`src/hw/rtl/zlib_stored_block_decoder_unit_defines.svh`:
```
// Assertion macros shared by the RTL of the zlib stored-block decoder.
// Each macro expects a clock named clk and a reset named rst in scope.
`ifndef ZLIB_STORED_BLOCK_DECODER_UNIT_DEFINES_SVH
`define ZLIB_STORED_BLOCK_DECODER_UNIT_DEFINES_SVH

`ifndef SYNTHESIS
// Condition must hold at every clock edge out of reset
`define ZSBD_ASSERT_ALWAYS(lbl, cond, msg) \
  lbl: assert property (@(posedge clk) disable iff (rst) (cond)) else $error(msg);
// Antecedent in a cycle implies consequent in the same cycle
`define ZSBD_ASSERT_IMPLY(lbl, ante, cons, msg) \
  lbl: assert property (@(posedge clk) disable iff (rst) (ante) |-> (cons)) else $error(msg);
`else
`define ZSBD_ASSERT_ALWAYS(lbl, cond, msg)
`define ZSBD_ASSERT_IMPLY(lbl, ante, cons, msg)
`endif

`endif

```
`src/hw/rtl/zsbd_pkg.sv`:
```
// Package for the zlib stored-block decoder: parse phases, status codes,
// Adler-32 constants and the header check function. No dependencies.
package zsbd_pkg;

  typedef enum logic [3:0] {
    PH_HDR0  = 4'd0,
    PH_HDR1  = 4'd1,
    PH_BLOCK = 4'd2,
    PH_LEN0  = 4'd3,
    PH_LEN1  = 4'd4,
    PH_NLEN0 = 4'd5,
    PH_NLEN1 = 4'd6,
    PH_DATA  = 4'd7,
    PH_TRAIL = 4'd8,
    PH_DRAIN = 4'd9
  } phase_t;

  typedef enum logic [2:0] {
    ST_OK        = 3'd0,
    ST_BAD_HDR   = 3'd1,
    ST_BAD_BLOCK = 3'd2,
    ST_LEN_MISM  = 3'd3,
    ST_TRUNC     = 3'd4,
    ST_TRAILING  = 3'd5,
    ST_CHECKSUM  = 3'd6
  } status_t;

  typedef enum logic {
    KIND_PAYLOAD = 1'b0,
    KIND_STATUS  = 1'b1
  } kind_t;

  // One result item
  typedef struct packed {
    kind_t      kind;
    logic [7:0] out_byte;
    status_t    status;
  } result_t;

  localparam logic [15:0] ADLER_MOD   = 16'd65521;
  localparam logic [3:0]  CM_DEFLATE  = 4'h8;
  localparam logic [3:0]  CINFO_MAX   = 4'h7;

  // True when a 16-bit value is a multiple of 31 (2^5 = 1 mod 31: fold 5-bit digits)
  function automatic logic mod31_is_zero(input logic [15:0] v);
    logic [6:0] s1;
    logic [5:0] s2;
    s1 = {2'b0, v[4:0]} + {2'b0, v[9:5]} + {2'b0, v[14:10]} + {6'b0, v[15]};
    s2 = {1'b0, s1[4:0]} + {4'b0, s1[6:5]};
    return (s2 == 6'd0) || (s2 == 6'd31);
  endfunction

endpackage

```
`src/hw/rtl/zlib_stored_block_decoder_unit.sv`:
```
// Top level of the zlib stored-block decoder: header, block and trailer parse,
// payload pass-through and running Adler-32. Depends on zsbd_pkg and the defines header.
//
//  channel  | dir | tdata                        | side band
//  s_axis   | in  | [7:0] in_byte                | tlast = is_last
//  m_axis   | out | [7:0] out_byte, [10:8] status | tuser = kind
//
// One byte per cycle while the skid register is empty: each accepted byte is parsed
// and its result registered in the same cycle; the two 17-bit modular adds of the
// Adler-32 update set the path. A skid register behind the output register keeps the
// input open for one more item while the output is stalled.
// rst is synchronous and active high; it returns the parser to the first header byte.
`include "zlib_stored_block_decoder_unit_defines.svh"

module zlib_stored_block_decoder_unit (
  input  logic        clk,
  input  logic        rst,
  input  logic        s_axis_tvalid,
  output logic        s_axis_tready,
  input  logic [7:0]  s_axis_tdata,   // [7:0] in_byte
  input  logic        s_axis_tlast,   // is_last
  output logic        m_axis_tvalid,
  input  logic        m_axis_tready,
  output logic [15:0] m_axis_tdata,   // [7:0] out_byte, [10:8] status, [15:11] zero
  output logic        m_axis_tuser    // kind
);
  import zsbd_pkg::*;

  // Parser state
  phase_t      phase, phase_next;
  logic [7:0]  first_header_byte, first_header_byte_next;
  logic [15:0] bytes_left, bytes_left_next;
  logic        final_seen, final_seen_next;
  logic [15:0] sum_low, sum_low_next;
  logic [15:0] sum_high, sum_high_next;
  logic [1:0]  trailer_count, trailer_count_next;
  logic        trailer_mismatch, trailer_mismatch_next;

  // Output register and skid stage
  result_t out_res, skid_res, new_res;
  logic    out_valid, skid_valid;
  logic    res_fire;

  logic       accept;
  logic [7:0] b;
  logic       last;
  logic [15:0] inv_len;
  logic [16:0] lo_add, hi_add;
  logic [15:0] lo_mod;
  logic [7:0]  trail_ref;
  logic        give_status, give_payload, end_check;
  logic        drain_ph;
  status_t     code;

  assign s_axis_tready = !skid_valid;
  assign accept        = s_axis_tvalid && s_axis_tready;
  assign b             = s_axis_tdata;
  assign last          = s_axis_tlast;
  assign inv_len       = ~bytes_left;

  // Adler-32 update for one payload byte
  always_comb begin
    lo_add = {1'b0, sum_low} + {9'b0, b};
    lo_mod = (lo_add >= {1'b0, ADLER_MOD}) ? lo_add[15:0] - ADLER_MOD : lo_add[15:0];
    hi_add = {1'b0, sum_high} + {1'b0, lo_mod};
  end

  // Pick the expected trailer byte, most significant first
  always_comb begin
    unique case (trailer_count)
      2'd0:    trail_ref = sum_high[15:8];
      2'd1:    trail_ref = sum_high[7:0];
      2'd2:    trail_ref = sum_low[15:8];
      default: trail_ref = sum_low[7:0];
    endcase
  end

  // Next state and result of one item
  always_comb begin
    phase_next             = phase;
    first_header_byte_next = first_header_byte;
    bytes_left_next        = bytes_left;
    final_seen_next        = final_seen;
    sum_low_next           = sum_low;
    sum_high_next          = sum_high;
    trailer_count_next     = trailer_count;
    trailer_mismatch_next  = trailer_mismatch;
    give_status            = 1'b0;
    give_payload           = 1'b0;
    end_check              = 1'b1;
    drain_ph               = 1'b0;
    code                   = ST_OK;

    unique case (phase)
      PH_HDR0: begin
        if (b[3:0] != CM_DEFLATE || b[7:4] > CINFO_MAX) begin
          give_status = 1'b1;
          code        = ST_BAD_HDR;
        end else begin
          first_header_byte_next = b;
          phase_next             = PH_HDR1;
        end
      end
      PH_HDR1: begin
        if (!mod31_is_zero({first_header_byte, b}) || b[5]) begin
          give_status = 1'b1;
          code        = ST_BAD_HDR;
        end else begin
          phase_next = PH_BLOCK;
        end
      end
      PH_BLOCK: begin
        if (b[7:1] != 7'd0) begin
          give_status = 1'b1;
          code        = ST_BAD_BLOCK;
        end else begin
          final_seen_next = b[0];
          phase_next      = PH_LEN0;
        end
      end
      PH_LEN0: begin
        bytes_left_next = {8'd0, b};
        phase_next      = PH_LEN1;
      end
      PH_LEN1: begin
        bytes_left_next = {b, bytes_left[7:0]};
        phase_next      = PH_NLEN0;
      end
      PH_NLEN0: begin
        if (b != inv_len[7:0]) begin
          give_status = 1'b1;
          code        = ST_LEN_MISM;
        end else begin
          phase_next = PH_NLEN1;
        end
      end
      PH_NLEN1: begin
        if (b != inv_len[15:8]) begin
          give_status = 1'b1;
          code        = ST_LEN_MISM;
        end else if (bytes_left == 16'd0) begin
          phase_next = final_seen ? PH_TRAIL : PH_BLOCK;
        end else begin
          phase_next = PH_DATA;
        end
      end
      PH_DATA: begin
        end_check = 1'b0;
        if (last) begin
          give_status = 1'b1;
          code        = ST_TRUNC;
        end else begin
          give_payload    = 1'b1;
          sum_low_next    = lo_mod;
          sum_high_next   = (hi_add >= {1'b0, ADLER_MOD}) ?
                            hi_add[15:0] - ADLER_MOD : hi_add[15:0];
          bytes_left_next = bytes_left - 16'd1;
          if (bytes_left == 16'd1) begin
            phase_next = final_seen ? PH_TRAIL : PH_BLOCK;
          end
        end
      end
      PH_TRAIL: begin
        trailer_mismatch_next = trailer_mismatch || (trail_ref != b);
        if (trailer_count == 2'd3) begin
          end_check   = 1'b0;
          give_status = 1'b1;
          if (!last) begin
            code = ST_TRAILING;
          end else begin
            code = trailer_mismatch_next ? ST_CHECKSUM : ST_OK;
          end
        end else begin
          trailer_count_next = trailer_count + 2'd1;
        end
      end
      default: begin
        // Drain: drop bytes until the last one
        end_check = 1'b0;
        drain_ph  = 1'b1;
      end
    endcase

    // Stream ended before the trailer was complete
    if (end_check && !give_status && last) begin
      give_status = 1'b1;
      code        = ST_TRUNC;
    end

    if (give_status && !last) begin
      phase_next = PH_DRAIN;
    end

    // Last byte after a status, or while draining: back to reset state
    if (last && (give_status || drain_ph)) begin
      phase_next             = PH_HDR0;
      first_header_byte_next = 8'd0;
      bytes_left_next        = 16'd0;
      final_seen_next        = 1'b0;
      sum_low_next           = 16'd1;
      sum_high_next          = 16'd0;
      trailer_count_next     = 2'd0;
      trailer_mismatch_next  = 1'b0;
    end

    new_res.kind     = give_status ? KIND_STATUS : KIND_PAYLOAD;
    new_res.out_byte = give_status ? 8'd0 : b;
    new_res.status   = give_status ? code : ST_OK;
  end

  assign res_fire = accept && (give_status || give_payload);

  // Parser state registers: advance on each accepted item
  always_ff @(posedge clk) begin
    if (rst) begin
      phase             <= PH_HDR0;
      first_header_byte <= 8'd0;
      bytes_left        <= 16'd0;
      final_seen        <= 1'b0;
      sum_low           <= 16'd1;
      sum_high          <= 16'd0;
      trailer_count     <= 2'd0;
      trailer_mismatch  <= 1'b0;
    end else if (accept) begin
      phase             <= phase_next;
      first_header_byte <= first_header_byte_next;
      bytes_left        <= bytes_left_next;
      final_seen        <= final_seen_next;
      sum_low           <= sum_low_next;
      sum_high          <= sum_high_next;
      trailer_count     <= trailer_count_next;
      trailer_mismatch  <= trailer_mismatch_next;
    end
  end

  // Output register with skid stage: hold on stall, refill from skid first
  always_ff @(posedge clk) begin
    if (rst) begin
      out_valid  <= 1'b0;
      skid_valid <= 1'b0;
    end else if (out_valid && !m_axis_tready) begin
      if (res_fire) begin
        skid_valid <= 1'b1;
      end
    end else if (skid_valid) begin
      out_valid  <= 1'b1;
      skid_valid <= 1'b0;
    end else begin
      out_valid <= res_fire;
    end
  end

  always_ff @(posedge clk) begin
    if (out_valid && !m_axis_tready) begin
      if (res_fire) begin
        skid_res <= new_res;
      end
    end else if (skid_valid) begin
      out_res <= skid_res;
    end else if (res_fire) begin
      out_res <= new_res;
    end
  end

  assign m_axis_tvalid = out_valid;
  assign m_axis_tdata  = {5'd0, out_res.status, out_res.out_byte};
  assign m_axis_tuser  = out_res.kind;

  `ZSBD_ASSERT_IMPLY(a_skid_behind_out, skid_valid, out_valid, "skid full with output empty")
  `ZSBD_ASSERT_ALWAYS(a_sum_low_range, sum_low < ADLER_MOD, "sum_low out of range")
  `ZSBD_ASSERT_ALWAYS(a_sum_high_range, sum_high < ADLER_MOD, "sum_high out of range")
  `ZSBD_ASSERT_IMPLY(a_data_len, phase == PH_DATA, bytes_left != 16'd0, "payload at zero count")

endmodule

```
`config.mk`:
```
export PLATFORM = sky130hd
export DESIGN_NAME = zlib_stored_block_decoder_unit
export DESIGN_NICKNAME = d
export VERILOG_FILES = /design/src/hw/rtl/zsbd_pkg.sv /design/src/hw/rtl/zlib_stored_block_decoder_unit.sv
export VERILOG_INCLUDE_DIRS = /design/src /design/src/hw/rtl
export SDC_FILE = /design/constraint.sdc
export NUM_CORES = 1
export LEC_CHECK = 0
export ABC_AREA = 0
export ABC_CLOCK_PERIOD_IN_PS = 9900
export CAP_MARGIN = 10
export CORE_MARGIN = 5
export CORE_UTILIZATION = 50
export CTS_BUF_LIST = sky130_fd_sc_hd__clkbuf_4 sky130_fd_sc_hd__clkbuf_8
export DETAILED_ROUTE_END_ITERATION = 10
export DONT_BUFFER_PORTS = 1
export PLACE_DENSITY = 0.76
export SYNTH_ARGS = -nofsm -noshare
export SYNTH_HDL_FRONTEND = slang
export SYNTH_SLANG_ARGS = --single-unit
```
`constraint.sdc`:
```
create_clock -name clk -period 9.9 [get_ports clk]
set_clock_uncertainty 0.15 [all_clocks]
set_input_delay 2.475 -clock clk [delete_from_list [all_inputs] [get_ports clk]]
set_output_delay 2.475 -clock clk [all_outputs]
set_load 0.01 [all_outputs]
```
==> impl_metrics.tcl <==
set metrics [dict create \
    first_global_vias 6457 \
    wirelength_mm 20.37 \
    ys.flop_type "dfxtp_1" \
    start_kind "primary input" \
    fin_nets 957 \
    tns_ns 0 \
    hold_class "register to register" \
    start_util 0.5149 \
    postSynthCellCount 929 \
    yosysTopAreaCell "dfxtp_1" \
    post-route-util 0.5318 \
    core_area_um2 14640 \
    period_needed_ns 8.561 \
    wl_per_cell_um 18.82 \
    cts_buffers 9 \
    path_cells "ha_1 > fa_1 > a211oi_1 > o21bai_1 > o22a_1 > a2111oi_0 > a21oi_1 > or3_1 > nand2_1 > xnor2_1 > ha_1 > inv_1 > fa_1 > nand2b_1 > a21oi_1 > nor3b_1 > o311ai_1 > nor4_2 > nand4_1 > a2111oi_4 > nor3_1 > o31ai_1" \
    antenna_cells 0 \
    cts_buffer_depth 2 \
    portBuffers 0 \
    synth_top_area_share 0.1752 \
    place_congestion 0.9375 \
    ctsHoldBuffers 0 \
    rsz0062_at_grt "no" \
    timing.fmax_mhz 116.8 \
    setup_viol 0 \
    fillerInstances 1398 \
    yosysWarningCount 0 \
    drc 0 \
    first_pass_iters 5 \
    path_delay_family "compound AO/OA/AOI/OAI gates" \
    synth_most_common_cell "nor2_1" \
    numClockSinks 90 \
    drt-vias-per-instance 6.505 \
    ys_seq_area_frac 0.2708 \
    cts_setup_buffers 0 \
    grt_max_degree 33 \
    synth.area.top_cells "dfxtp_1, edfxtp_1, ha_1" \
    antenna_found_initial 0 \
    placed_area_um2 7582 \
    insertion_delay_ns 0.38 \
    die-area_um2 17640 \
    cts-htree-levels 3 \
    die_w_um 132.8 \
    post_cts_resized 0 \
    slew_headroom 0.3054 \
    grt_util_all_layers 0.2277 \
    ant_nets 0 \
    slew_violations 0 \
    hold_violations 0 \
    status "completed" \
    avgSynthCellArea_um2 8.116 \
    critPathBufInv 1 \
    criticalPathCategory "primary input to register" \
    p_leak_nw 3.003 \
    critPathArrivalTime_ns 8.71 \
    route.vias.total 7038 \
    async_flop_share 0 \
    cp_slowest_cell "a2111oi_4" \
    path_clk_slew_ns 0.11 \
    ys_ff_latch 90 \
    power.density_nw_per_um2 100.6 \
    end_kind "register" \
    vdd_drop_max_uv 62.54 \
    ys_types 83 \
    critPathRequiredTime_ns 10.05 \
    max_cap_violations 0 \
    place_hpwl_mm 15.09 \
    synth_area_um2 7540 \
    synth_edf_count 24 \
    overflow 0 \
    die_y_um 132.8 \
    cts_tree "done" \
    placementRows 44 \
    cpPeakStageDelay_ns 0.75 \
    tightest_slew_ns 1.027 \
    fin_hold_ws_ns 0.3468 \
    ios 32 \
    grt_pass1_wl_mm 33.29 \
    syn2layout_area_growth_pct 3.286 \
    post-route-period-util 0.8647 \
    design_area_um2 7787 \
    cp_max_fo 15 \
    synthTopCellsByCount "nor2_1, nand2_1, a21oi_1, dfxtp_1, o21ai_0" \
    drtIter0Drc 679 \
    drive_above_1_share 0.06125 \
    cts_root_buffer "clkbuf_8" \
]
## layer usage
| metal | GRT usage | wire (µm) | vias to the layer above | part of all wire |
|---|---|---|---|---|
| met1 | 0.3156 | 9039 | 3345 | 0.44 |
| met5 | 0 | 0 | - | 0 |
| met3 | 0.02885 | 1444 | 45 | 0.071 |
| met4 | 0.07044 | 470 | 0 | 0.023 |
| li1 | - | - | 3375 | - |
| met2 | 0.3699 | 9411 | 273 | 0.46 |
## worst register-to-register path: stages, from the launching register on
cell and delay [ns]:
dfxtp_1 0.35, ha_1 0.23, fa_1 0.47, a211oi_1 0.27, o21bai_1 0.14, o22a_1 0.26
a2111oi_0 0.38, a21oi_1 0.22, or3_1 0.44, nand2_1 0.12, xnor2_1 0.18, ha_1 0.25
inv_1 0.07, fa_1 0.40, nand2b_1 0.20, a21oi_1 0.26, nor3b_1 0.32, o311ai_1 0.19
nor4_2 0.36, nand4_1 0.37, a2111oi_4 0.75, nor3_1 0.12, o31ai_1 0.24
## placed cells by master (no fill, tap or decap), types with 5 or more instances in the layout
cell type / count
o21ai_1: 7
ha_1: 42
nor2b_1: 12
o211a_1: 5
nand4b_1: 6
a21o_1: 13
clkbuf_8: 9
or3_1: 14
a31oi_1: 10
fa_1: 9
a22o_1: 9
o31ai_1: 6
a211oi_1: 7
and3_1: 12
nand2b_1: 8
a21oi_1: 65
o211ai_1: 5
xor2_1: 24
inv_1: 33
o21a_1: 5
nand2_1: 75
edfxtp_1: 24
inv_8: 5
nand3_1: 34
a222oi_1: 15
buf_4: 5
a22oi_1: 12
mux2_2: 11
nor3b_1: 6
o21ai_0: 43
and2_1: 20
dfxtp_1: 66
nor3_1: 38
conb_1: 5
nand4_1: 13
nor4_1: 10
a221oi_1: 6
xnor2_1: 41
nor2_1: 82
## cell families (layout without fill, tap and decap cells)
logic type / after synthesis / in the layout / share of synthesized area
flops: 90 / 90 / 0.2708
xor+xnor: 66 / 66 / 0.07849
mux: 15 / 15 / 0.02174
simple gates: 358 / 358 / 0.2459
buf+inv: 91 / 56 / 0.04945
other cells: 1 / 5 / 0.0004974
fa+ha+maj: 51 / 51 / 0.09359
compound gates: 257 / 257 / 0.2395
## where the power goes
group	switching, mW	total [mW]	internal (mW)
combinational	0.0750	0.124	0.0489
clock	0.161	0.262	0.101
sequential	0.0104	0.398	0.387
## cell type report
class / instances / area, µm² / area share
Tap cell: 184 / 230.2 / 0.02956
Sequential cell: 90 / 2042 / 0.2622
Inverter: 35 / 131.4 / 0.01687
Multi-Input combinational cell: 752 / 5149 / 0.6612
Clock inverter: 7 / 73.82 / 0.009479
Clock buffer: 9 / 123.9 / 0.01591
Timing Repair Buffer: 5 / 37.54 / 0.004820
## stage by stage
step / std cells / setup WS (ns) / total power [mW]
after detailed placement: 1065 / 1.057 / 0.5271
after global placement: 1065 / 1.253 / 0.5249
after global routing: 1082 / 0.8504 / 0.8161
after floorplan: 933 / 1.959 / 0.5082
after CTS: 1081 / 1.460 / 0.7860
final: 1082 / 1.339 / 0.7838
## path summary, 6_finish.rpt
| path | cells after the start | slack (ns) | from | to |
|---|---|---|---|---|
| worst max register to register | 22 | 3.08 | sum_low[0] | sum_high[0] |
| worst max-delay path | 22 | 1.34 | s_axis_tdata[0] | sum_high[0] |
| worst min-delay path | 2 | 0.35 | first_header_byte[1] | first_header_byte[1] |
| worst min register to register | 2 | 0.35 | first_header_byte[1] | first_header_byte[1] |
## state kept, by name, summed over array words and instances (netlist names)
name               cells
first_header_byte      8
skid_res              12
m_axis_tvalid          1
final_seen             1
m_axis_tdata          11
sum_low               16
sum_high              16
trailer_count          2
m_axis_tuser           1
phase                  4
bytes_left            16
trailer_mismatch       1
skid_valid             1
No activity file was read; power rests on OpenSTA's default activity.
